File: config.mk
export PLATFORM = sky130hd
export DESIGN_NAME = nested_comment_scanner_top
export DESIGN_NICKNAME = d
export VERILOG_FILES = /design/src/rtl/ncs_pkg.sv /design/src/rtl/ncs_in_reg.sv /design/src/rtl/ncs_core.sv /design/src/rtl/ncs_out_reg.sv /design/src/rtl/nested_comment_scanner_top.sv
export SDC_FILE = /design/constraint.sdc
export NUM_CORES = 1
export LEC_CHECK = 0
export BUFFER_PORTS_ARGS = -buffer_cell sky130_fd_sc_hd__buf_2
export CAP_MARGIN = 15
export CORE_ASPECT_RATIO = 1.1
export CORE_MARGIN = 1
export CORE_UTILIZATION = 45
export CTS_CLUSTER_DIAMETER = 200
export CTS_CLUSTER_SIZE = 28
export DETAILED_ROUTE_END_ITERATION = 8
export SLEW_MARGIN = 20
export SYNTH_ARGS = -nofsm -noshare
export SYNTH_HDL_FRONTEND = slang
export SYNTH_SLANG_ARGS = --single-unit
File: constraint.sdc
create_clock -name i_clk -period 16.6 [get_ports i_clk]
set_input_delay 1.66 -clock i_clk [delete_from_list [all_inputs] [get_ports i_clk]]
set_output_delay 1.66 -clock i_clk [all_outputs]
set_load 0.005 [all_outputs]
File: src/rtl/ncs_pkg.sv
// ============================================================================
// ncs_pkg
// Shared types and constants for the nested comment scanner.
// ============================================================================
`default_nettype none

package ncs_pkg;

    localparam int DEPTH_BITS_DEF = 16;
    localparam int LEN_BITS_DEF   = 24;

    localparam int SCALAR_W = 21;
    localparam int OUT_LEN_W = 24;

    localparam logic [SCALAR_W-1:0] CH_SLASH = 21'h00002F;
    localparam logic [SCALAR_W-1:0] CH_STAR  = 21'h00002A;
    localparam logic [SCALAR_W-1:0] CH_BANG  = 21'h000021;
    localparam logic [SCALAR_W-1:0] CH_SPACE = 21'h000020;
    localparam logic [SCALAR_W-1:0] CH_LF    = 21'h00000A;

    // Scan modes. The last code names no scan kind and is refused.
    localparam logic [1:0] MODE_LINE  = 2'd0;
    localparam logic [1:0] MODE_DOC   = 2'd1;
    localparam logic [1:0] MODE_BLOCK = 2'd2;
    localparam logic [1:0] MODE_NONE  = 2'd3;

    // Result status codes.
    localparam logic [1:0] ST_OK        = 2'd0;
    localparam logic [1:0] ST_NO_OPENER = 2'd1;
    localparam logic [1:0] ST_UNTERM    = 2'd2;
    localparam logic [1:0] ST_OVERFLOW  = 2'd3;

    // Comment kinds.
    localparam logic [1:0] CK_LINE       = 2'd0;
    localparam logic [1:0] CK_LINE_DOC   = 2'd1;
    localparam logic [1:0] CK_MODULE_DOC = 2'd2;
    localparam logic [1:0] CK_BLOCK      = 2'd3;

    localparam logic [2:0] BODY_OFF_PLAIN = 3'd3;
    localparam logic [2:0] BODY_OFF_SPACE = 3'd4;

    typedef struct packed {
        logic                eot;
        logic [SCALAR_W-1:0] scalar;
        logic                first;
        logic [1:0]          mode;
    } t_item;

    typedef struct packed {
        logic [1:0]           status;
        logic [1:0]           comment_kind;
        logic [OUT_LEN_W-1:0] length;
        logic [2:0]           body_offset;
        logic [OUT_LEN_W-1:0] body_length;
    } t_result;

endpackage

`default_nettype wire

File: src/rtl/ncs_in_reg.sv
// ============================================================================
// ncs_in_reg
// Input register stage holding one accepted word for the scan core.
// ============================================================================
`default_nettype none

module ncs_in_reg
    import ncs_pkg::*;
(
    input  wire logic  i_clk,
    input  wire logic  i_rst_n,
    input  wire logic  i_valid,
    output logic       o_ready,
    input  wire t_item i_item,
    input  wire logic  i_take,
    output logic       o_valid,
    output t_item      o_item
);

    logic  r_valid;
    t_item r_item;

    // The stage refills in the same cycle that the core consumes it.
    assign o_ready = !r_valid || i_take;
    assign o_valid = r_valid;
    assign o_item  = r_item;

    always_ff @(posedge i_clk) begin
        if (!i_rst_n) begin
            r_valid <= 1'b0;
        end else if (o_ready) begin
            r_valid <= i_valid;
        end
    end

    always_ff @(posedge i_clk) begin
        if (o_ready && i_valid) begin
            r_item <= i_item;
        end
    end

endmodule

`default_nettype wire

File: src/rtl/ncs_core.sv
// ============================================================================
// ncs_core
// Scan state and the single-step update applied to each registered word.
// ============================================================================
`default_nettype none

module ncs_core
    import ncs_pkg::*;
#(
    parameter int DEPTH_BITS = DEPTH_BITS_DEF,
    parameter int LEN_BITS   = LEN_BITS_DEF
) (
    input  wire logic  i_clk,
    input  wire logic  i_rst_n,
    input  wire logic  i_item_valid,
    input  wire t_item i_item,
    input  wire logic  i_out_free,
    output logic       o_take,
    output logic       o_res_valid,
    output t_result    o_res
);

    logic                  r_active, n_active;
    logic [1:0]            r_mode, n_mode;
    logic [LEN_BITS-1:0]   r_pos, n_pos;
    logic                  r_pslash, n_pslash;
    logic                  r_pstar, n_pstar;
    logic [DEPTH_BITS-1:0] r_depth, n_depth;
    logic [1:0]            r_doc, n_doc;
    logic                  r_space, n_space;

    // Working copy of the state that a step operates on.
    logic [1:0]            e_mode;
    logic [LEN_BITS-1:0]   e_pos;
    logic                  e_pslash;
    logic                  e_pstar;
    logic [DEPTH_BITS-1:0] e_depth;
    logic [LEN_BITS-1:0]   e_pos_inc;
    logic                  do_step;

    logic                  emit;
    logic [1:0]            res_status;
    logic [1:0]            res_kind;
    logic [LEN_BITS-1:0]   res_len;
    logic [2:0]            res_off;
    logic [LEN_BITS-1:0]   res_blen;
    logic [OUT_LEN_W-1:0]  len_out;
    logic [OUT_LEN_W-1:0]  blen_out;
    logic                  line_done;

    logic [SCALAR_W-1:0]   c;

    assign o_take = i_item_valid && i_out_free;
    assign c      = i_item.scalar;

    // A line or doc scan is complete once its opener (two or three scalars) is in.
    assign line_done = (r_mode == MODE_DOC) ? (r_pos >= LEN_BITS'(3))
                                            : (r_pos >= LEN_BITS'(2));

    always_comb begin
        n_active = r_active;
        n_mode   = r_mode;
        n_pos    = r_pos;
        n_pslash = r_pslash;
        n_pstar  = r_pstar;
        n_depth  = r_depth;
        n_doc    = r_doc;
        n_space  = r_space;

        emit       = 1'b0;
        res_status = ST_OK;
        res_kind   = CK_LINE;
        res_len    = '0;
        res_off    = '0;
        res_blen   = '0;

        do_step  = 1'b0;
        e_mode   = r_mode;
        e_pos    = r_pos;
        e_pslash = r_pslash;
        e_pstar  = r_pstar;
        e_depth  = r_depth;

        if (i_item.eot) begin
            if (r_active) begin
                emit = 1'b1;
                if (r_mode == MODE_BLOCK) begin
                    if (r_pos >= LEN_BITS'(2)) begin
                        res_status = ST_UNTERM;
                        res_kind   = CK_BLOCK;
                        res_len    = r_pos;
                    end else begin
                        res_status = ST_NO_OPENER;
                    end
                end else if (line_done) begin
                    res_len = r_pos;
                    if (r_mode == MODE_DOC) begin
                        res_kind = r_doc;
                        res_off  = r_space ? BODY_OFF_SPACE : BODY_OFF_PLAIN;
                        res_blen = r_pos - LEN_BITS'(res_off);
                    end
                end else begin
                    res_status = ST_NO_OPENER;
                end
            end else if (i_item.first) begin
                emit       = 1'b1;
                res_status = ST_NO_OPENER;
            end
        end else if (r_active && r_mode != MODE_BLOCK && c == CH_LF && line_done) begin
            emit    = 1'b1;
            res_len = r_pos;
            if (r_mode == MODE_DOC) begin
                res_kind = r_doc;
                res_off  = r_space ? BODY_OFF_SPACE : BODY_OFF_PLAIN;
                res_blen = r_pos - LEN_BITS'(res_off);
            end
        end else if (i_item.first) begin
            if (i_item.mode == MODE_NONE) begin
                emit       = 1'b1;
                res_status = ST_NO_OPENER;
            end else begin
                // A restart drops whatever scan was running.
                do_step  = 1'b1;
                e_mode   = i_item.mode;
                e_pos    = '0;
                e_pslash = 1'b0;
                e_pstar  = 1'b0;
                e_depth  = '0;
                n_doc    = '0;
                n_space  = 1'b0;
            end
        end else if (r_active) begin
            do_step = 1'b1;
        end

        e_pos_inc = (&e_pos) ? e_pos : e_pos + LEN_BITS'(1);

        if (do_step) begin
            n_active = 1'b1;
            n_mode   = e_mode;
            n_pos    = e_pos_inc;
            n_pslash = e_pslash;
            n_pstar  = e_pstar;
            n_depth  = e_depth;
            if (e_mode == MODE_BLOCK) begin
                if (e_pos == '0) begin
                    if (c != CH_SLASH) begin
                        emit       = 1'b1;
                        res_status = ST_NO_OPENER;
                    end
                end else if (e_pos == LEN_BITS'(1)) begin
                    if (c != CH_STAR) begin
                        emit       = 1'b1;
                        res_status = ST_NO_OPENER;
                    end else begin
                        n_depth  = DEPTH_BITS'(1);
                        n_pslash = 1'b0;
                        n_pstar  = 1'b0;
                    end
                end else if (e_pslash && c == CH_STAR) begin
                    n_pslash = 1'b0;
                    if (&e_depth) begin
                        emit       = 1'b1;
                        res_status = ST_OVERFLOW;
                        res_kind   = CK_BLOCK;
                        res_len    = e_pos_inc;
                    end else begin
                        n_depth = e_depth + DEPTH_BITS'(1);
                    end
                end else if (e_pstar && c == CH_SLASH) begin
                    n_pstar = 1'b0;
                    if (e_depth <= DEPTH_BITS'(1)) begin
                        emit     = 1'b1;
                        res_kind = CK_BLOCK;
                        res_len  = e_pos_inc;
                    end else begin
                        n_depth = e_depth - DEPTH_BITS'(1);
                    end
                end else begin
                    n_pslash = (c == CH_SLASH);
                    n_pstar  = (c == CH_STAR);
                end
            end else begin
                if (e_pos < LEN_BITS'(2)) begin
                    if (c != CH_SLASH) begin
                        emit       = 1'b1;
                        res_status = ST_NO_OPENER;
                    end
                end else if (e_mode == MODE_DOC && e_pos == LEN_BITS'(2)) begin
                    if (c == CH_SLASH) begin
                        n_doc = CK_LINE_DOC;
                    end else if (c == CH_BANG) begin
                        n_doc = CK_MODULE_DOC;
                    end else begin
                        emit       = 1'b1;
                        res_status = ST_NO_OPENER;
                    end
                end else if (e_mode == MODE_DOC && e_pos == LEN_BITS'(3) &&
                             c == CH_SPACE) begin
                    n_space = 1'b1;
                end
            end
        end

        // Every result closes the scan.
        if (emit) begin
            n_active = 1'b0;
            n_mode   = '0;
            n_pos    = '0;
            n_pslash = 1'b0;
            n_pstar  = 1'b0;
            n_depth  = '0;
            n_doc    = '0;
            n_space  = 1'b0;
        end
    end

    generate
        if (LEN_BITS >= OUT_LEN_W) begin : g_len_trunc
            assign len_out  = res_len[OUT_LEN_W-1:0];
            assign blen_out = res_blen[OUT_LEN_W-1:0];
        end else begin : g_len_ext
            assign len_out  = {{(OUT_LEN_W-LEN_BITS){1'b0}}, res_len};
            assign blen_out = {{(OUT_LEN_W-LEN_BITS){1'b0}}, res_blen};
        end
    endgenerate

    assign o_res_valid        = o_take && emit;
    assign o_res.status       = res_status;
    assign o_res.comment_kind = res_kind;
    assign o_res.length       = len_out;
    assign o_res.body_offset  = res_off;
    assign o_res.body_length  = blen_out;

    always_ff @(posedge i_clk) begin
        if (!i_rst_n) begin
            r_active <= 1'b0;
            r_mode   <= '0;
            r_pos    <= '0;
            r_pslash <= 1'b0;
            r_pstar  <= 1'b0;
            r_depth  <= '0;
            r_doc    <= '0;
            r_space  <= 1'b0;
        end else if (o_take) begin
            r_active <= n_active;
            r_mode   <= n_mode;
            r_pos    <= n_pos;
            r_pslash <= n_pslash;
            r_pstar  <= n_pstar;
            r_depth  <= n_depth;
            r_doc    <= n_doc;
            r_space  <= n_space;
        end
    end

endmodule

`default_nettype wire

File: src/rtl/ncs_out_reg.sv
// ============================================================================
// ncs_out_reg
// Result register that holds a finished word until the receiver takes it.
// ============================================================================
`default_nettype none

module ncs_out_reg
    import ncs_pkg::*;
(
    input  wire logic    i_clk,
    input  wire logic    i_rst_n,
    input  wire logic    i_load,
    input  wire t_result i_res,
    input  wire logic    i_ready,
    output logic         o_free,
    output logic         o_valid,
    output t_result      o_res
);

    logic    r_valid;
    t_result r_res;

    assign o_free  = !r_valid || i_ready;
    assign o_valid = r_valid;
    assign o_res   = r_res;

    always_ff @(posedge i_clk) begin
        if (!i_rst_n) begin
            r_valid <= 1'b0;
        end else if (i_load) begin
            r_valid <= 1'b1;
        end else if (i_ready) begin
            r_valid <= 1'b0;
        end
    end

    always_ff @(posedge i_clk) begin
        if (i_load) begin
            r_res <= i_res;
        end
    end

endmodule

`default_nettype wire

File: src/rtl/nested_comment_scanner_top.sv
// ============================================================================
// nested_comment_scanner_top
// Streaming scanner that measures line, doc and nested block comments.
// ============================================================================
// The slave channel takes one source word per cycle while s_tready is high:
// a Unicode scalar, or an end-of-text marker, with a first flag that starts a
// scan and a mode that picks line, doc or block scanning. The master channel
// delivers one result word whenever a scan ends: status, comment kind, length
// and, for doc comments, the body offset and body length.
//
// Each accepted word sits in the input register until the core takes it, is
// applied to the scan state by a single step of compare and counter logic,
// and any result is captured in the output register as the word is taken.
// A result thus passes the input register and then the output register
// before the receiver can take it on the master side. One word is accepted
// per cycle, sustained, as long as the receiver takes results; the scan
// state update is the only loop.
//
// Reset (synchronous, active low) empties both registers and clears the scan
// state. When the receiver stalls, the pending result holds on the master
// side, one more word may be taken into the input register, and then
// s_tready drops until the result is taken.
// ============================================================================
`default_nettype none

module nested_comment_scanner_top
    import ncs_pkg::*;
#(
    parameter int DEPTH_BITS = DEPTH_BITS_DEF,
    parameter int LEN_BITS   = LEN_BITS_DEF
) (
    input  wire logic        i_clk,
    input  wire logic        i_rst_n,

    input  wire logic        s_tvalid,
    output logic             s_tready,
    // tdata: scalar [20:0], zero [23:21]
    input  wire logic [23:0] s_tdata,
    // tuser: kind [0], first [1], mode [3:2]
    input  wire logic [3:0]  s_tuser,

    output logic             m_tvalid,
    input  wire logic        m_tready,
    // tdata: status [1:0], length [25:2], body_offset [28:26],
    //        body_length [52:29], zero [55:53]
    output logic [55:0]      m_tdata,
    // tuser: comment_kind [1:0]
    output logic [1:0]       m_tuser
);

    t_item   in_item;
    t_item   reg_item;
    logic    reg_valid;
    logic    take;
    logic    out_free;
    logic    res_valid;
    t_result res;
    t_result out_res;

    assign in_item.eot    = s_tuser[0];
    assign in_item.scalar = s_tdata[SCALAR_W-1:0];
    assign in_item.first  = s_tuser[1];
    assign in_item.mode   = s_tuser[3:2];

    ncs_in_reg u_in_reg (
        .i_clk   (i_clk),
        .i_rst_n (i_rst_n),
        .i_valid (s_tvalid),
        .o_ready (s_tready),
        .i_item  (in_item),
        .i_take  (take),
        .o_valid (reg_valid),
        .o_item  (reg_item)
    );

    ncs_core #(
        .DEPTH_BITS (DEPTH_BITS),
        .LEN_BITS   (LEN_BITS)
    ) u_core (
        .i_clk        (i_clk),
        .i_rst_n      (i_rst_n),
        .i_item_valid (reg_valid),
        .i_item       (reg_item),
        .i_out_free   (out_free),
        .o_take       (take),
        .o_res_valid  (res_valid),
        .o_res        (res)
    );

    ncs_out_reg u_out_reg (
        .i_clk   (i_clk),
        .i_rst_n (i_rst_n),
        .i_load  (res_valid),
        .i_res   (res),
        .i_ready (m_tready),
        .o_free  (out_free),
        .o_valid (m_tvalid),
        .o_res   (out_res)
    );

    assign m_tdata = {3'b000, out_res.body_length, out_res.body_offset,
                      out_res.length, out_res.status};
    assign m_tuser = out_res.comment_kind;

endmodule

`default_nettype wire

==> results summary <==
After clock tree synthesis, the flow added hold-fix buffers numbering 0. The average wire per standard cell is 19.1 um. In the layout the commonest cells are nor2_1, nand2_1, buf_2.

The most common cell after layout, fill and taps aside is nor2_1. For this run, global-route usage on met3 was measured as 0.0451. The combinational family with the most area after synthesis is simple AND/OR/NAND/NOR gates. Wires add up to 21.7 mm. met2 is the most crowded layer. The post-synthesis share of cell area spent on and, or, nand and nor gates came out at 0.242. The type of the worst setup path is reg2reg. The number of buffers created by CTS came out at 17. The number of antenna diodes in the final layout is 0. The via count of the first global-routing pass is 6,623.

The count of nets left with antenna violations once routing finished came out at 0. The core footprint came out at 0.0165 mm^2. The final count of negative-setup-slack endpoints is 0. For the worst setup path, the data arrival time is 6920 ps. The sink count of the clock tree is 129.

The worst path required time came out at 16,650 ps. In this run the worst hold path is classified as reg2reg. STA classifies the critical path startpoint as a register. The number of fill cells in the layout is 1,544. The cell leakage power is 3.25 nW. The met2 usage in global routing is 0.438. The effective utilization at floorplan came out at 0.463. After legalization and detailed placement, the total HPWL measured 15.1 mm. Setup repair after global routing left no endpoint under its margin.

The number of pins exceeding their max-slew limit in the final report came out at 0. The fraction of met1 tracks used by global routing came out at 0.310. The overall power after layout came out at 0.000761 W. From synthesis to final layout, the design area changed by 13.7%. The final RePlAce weighted congestion came out at 0.928.

The per-cell via count in the routed design is 6.16. For this run, the register share of the synthesized area comes to 0.442. The footprint of the multi-input gates is 0.00391 mm^2.

The die is 139 um tall. The flip-flop and latch count after synthesis is 129. The run finished with clean final reports. The count of max-cap constraint violations came out at 0. The H-tree was split into 4 levels. The vias after detailed routing is 7,004. Entering global routing, the biggest net connects 55 pins.

The adder-cell share of the synthesized area is 0.0190. The worst setup path is captured at a register. The post-synthesis cell area came out at 0.00763 mm^2.

In this run the mean area of a mapped cell was 8.72 um^2. The number of standard-cell rows in the floorplan came out at 49. The area share of the largest cell type after synthesis came out at 0.311. The final hold violation count is 0. The global-route usage over all layers came out at 0.253. The root cell of the clock tree is clkbuf_16. The routed design could run at a clock period as short as 6870 ps. The number of antenna violations at the first check in global routing came out at 0. The power per cell area came out at 87.7 mW/mm^2. In the post-synthesis netlist, the biggest area contributors are edfxtp_1, dfxtp_1, nor2_1. TritonCTS built the clock tree.

Between clock sinks in the finished design, the worst skew comes to 10.4 ps. The first-pass iteration count of the detailed router is 5. The area enclosed by the die boundary is 0.0175 mm^2. The area used by sequential logic in the layout came out at 0.00337 mm^2. The source-to-sink clock delay at the later pin of the worst-skew pair is 430 ps. The multiplexer share of the synthesized area is 0.00787.

The clock edge transition at the registers on the reported setup and hold paths is 60 ps. The global-route wire length before repair came out at 34.8 mm. The number of buffers between clock root and the deepest sink is 2.

The post-detailed-route DRC marker count came out at 0. The number of enable-type register cells in the synthesized netlist is 79. The detailed router's first-iteration violation count is 542. For this run, the share of the core covered by cells in the final layout is 0.526. The total negative slack came out at 0 ps. The top achievable clock speed came out at 146 MHz. Synthesis produced 875 cells. The parity-gate share of the synthesized area counting xor and xnor cells came out at 0.0252.

For this run, the leading register cell type out of synthesis is edfxtp_1. Buffers placed on the I/O ports in this run total 85. The I/O pin count is 92.

The headroom to the max-slew limit came out at 0.261. After clock tree synthesis, the repair step resized 0 gates. The share of async-settable or async-resettable flops after synthesis is 0. The buffer count from post-CTS setup fixing is 0. Counting distinct cell types in the post-synthesis netlist gives 77. The proportion of layout cells with a drive suffix above 1 came out at 0.154. For the pin with the worst max-slew slack, the measured transition is 1100 ps. The post-placement setup slack came out at 9790 ps. For this run, the number of Yosys warnings is 0. The die span in x came out at 126 um. The compound-gate portion of the synthesized area is 0.215. At the end of the flow, the number of nets in the layout was 963. The peak supply drop is 0.0000863 V. The highest net fanout along the worst path came out at 54.

The post-route worst setup slack came out at 9730 ps. The total congestion overflow after global routing is 0. Summed over all instances, the cell type with the most area after synthesis is edfxtp_1. The ratio of final minimum period to clock period is 0.414.
-- worst paths after layout --
path / startpoint / end / slack, ps / cells after the start
worst min-delay path: u_core.r_depth[0]$_SDFFE_PN0P_ / u_core.r_depth[0]$_SDFFE_PN0P_ / 490 / 2
worst max register to register: u_in_reg.o_item[20]$_DFFE_PP_ / u_out_reg.o_res[18]$_DFFE_PP_ / 9730 / 16
worst max-delay path: u_in_reg.o_item[20]$_DFFE_PP_ / u_out_reg.o_res[18]$_DFFE_PP_ / 9730 / 16
worst min register to register: u_core.r_depth[0]$_SDFFE_PN0P_ / u_core.r_depth[0]$_SDFFE_PN0P_ / 490 / 2
-- area by class of cell --
class | instances | share of cell area
clock inverters | 15 | 0.0185
repair buffers | 92 | 0.0551
well taps | 204 | 0.0294
clock buffers | 17 | 0.0490
flip-flops and latches | 129 | 0.389
multi-input cells | 659 | 0.450
inverters | 21 | 0.00908
-- power breakdown --
part	internal, W	leakage (nW)	switching [W]	total [W]
Combinational	0.0000112	1.80	0.0000260	0.0000373
Clock	0.000222	0.279	0.000150	0.000372
Sequential	0.000348	1.17	0.00000385	0.000352
Total	0.000581	3.25	0.000179	0.000761
-- Yosys cell counts (3+ instances only) --
library cell / n
a211o_1: 3
a211oi_1: 4
a21o_1: 4
a21oi_1: 64
a22o_1: 10
a31oi_1: 15
a32o_1: 5
a32oi_1: 7
a41oi_1: 9
and2_1: 10
and3_1: 9
and4_1: 3
buf_1: 7
buf_4: 6
clkbuf_1: 50
dfxtp_1: 50
edfxtp_1: 79
ha_1: 10
inv_1: 20
mux2i_1: 6
nand2_1: 90
nand2b_1: 6
nand3_1: 36
nand4_1: 15
nor2_1: 107
nor2b_1: 10
nor3_1: 30
nor4_1: 30
o2111ai_1: 8
o211a_1: 3
o211ai_1: 6
o21ai_0: 42
o21ai_1: 9
o22a_1: 5
o22ai_1: 4
o31ai_1: 16
o32ai_1: 3
or2_2: 4
or3_1: 11
or4_1: 5
xnor2_1: 11
xor2_1: 11
-- per-layer routing --
layer	wire, um	part of all wire
met5	0	0
met4	599	0.028
met3	1140	0.053
met2	10800	0.50
met1	9080	0.42
-- per-stage QoR --
stage / cells / hold WS (ps) / cell area, um^2
detailed placement: 1105 / 484 / 8090
global route: 1137 / 532 / 8680
global placement: 1105 / 467 / 8090
finish: 1137 / 492 / 8680
floorplan: 877 / 450 / 7640
CTS: 1137 / 493 / 8680
-- flip-flops by register name, indices dropped and copies added, names as in the netlist --
signal,cells
u_out_reg.o_valid,1
u_core.r_depth,16
u_core.r_mode,2
u_core.r_pos,24
u_core.r_pslash,1
u_out_reg.o_res,54
u_core.r_doc,2
u_in_reg.o_item,25
u_core.r_active,1
u_core.r_pstar,1
u_in_reg.o_valid,1
u_core.r_space,1
-- critical path, stage by stage, from the launching register on --
cell	delay (ps)
edfxtp_1	360
nor4_1	650
nand4_1	410
a311oi_4	830
nand2b_1	760
buf_4	480
nand2_1	190
inv_1	110
ha_1	180
nand2_1	130
nor3_1	330
o2111ai_1	380
o211a_1	290
o31ai_4	340
a21oi_2	180
nor2_4	230
buf_4	570
-- logic make-up (layout without fill, tap and decap cells) --
group / count (synthesis) / count (layout)
compound gates: 239 / 239
mux: 6 / 6
flops: 129 / 129
fa+ha+maj: 11 / 11
buf+inv: 89 / 145
other cells: 1 / 3
xor+xnor: 22 / 22
simple gates: 378 / 378
Note: power is estimated with default switching activity, not from simulation.
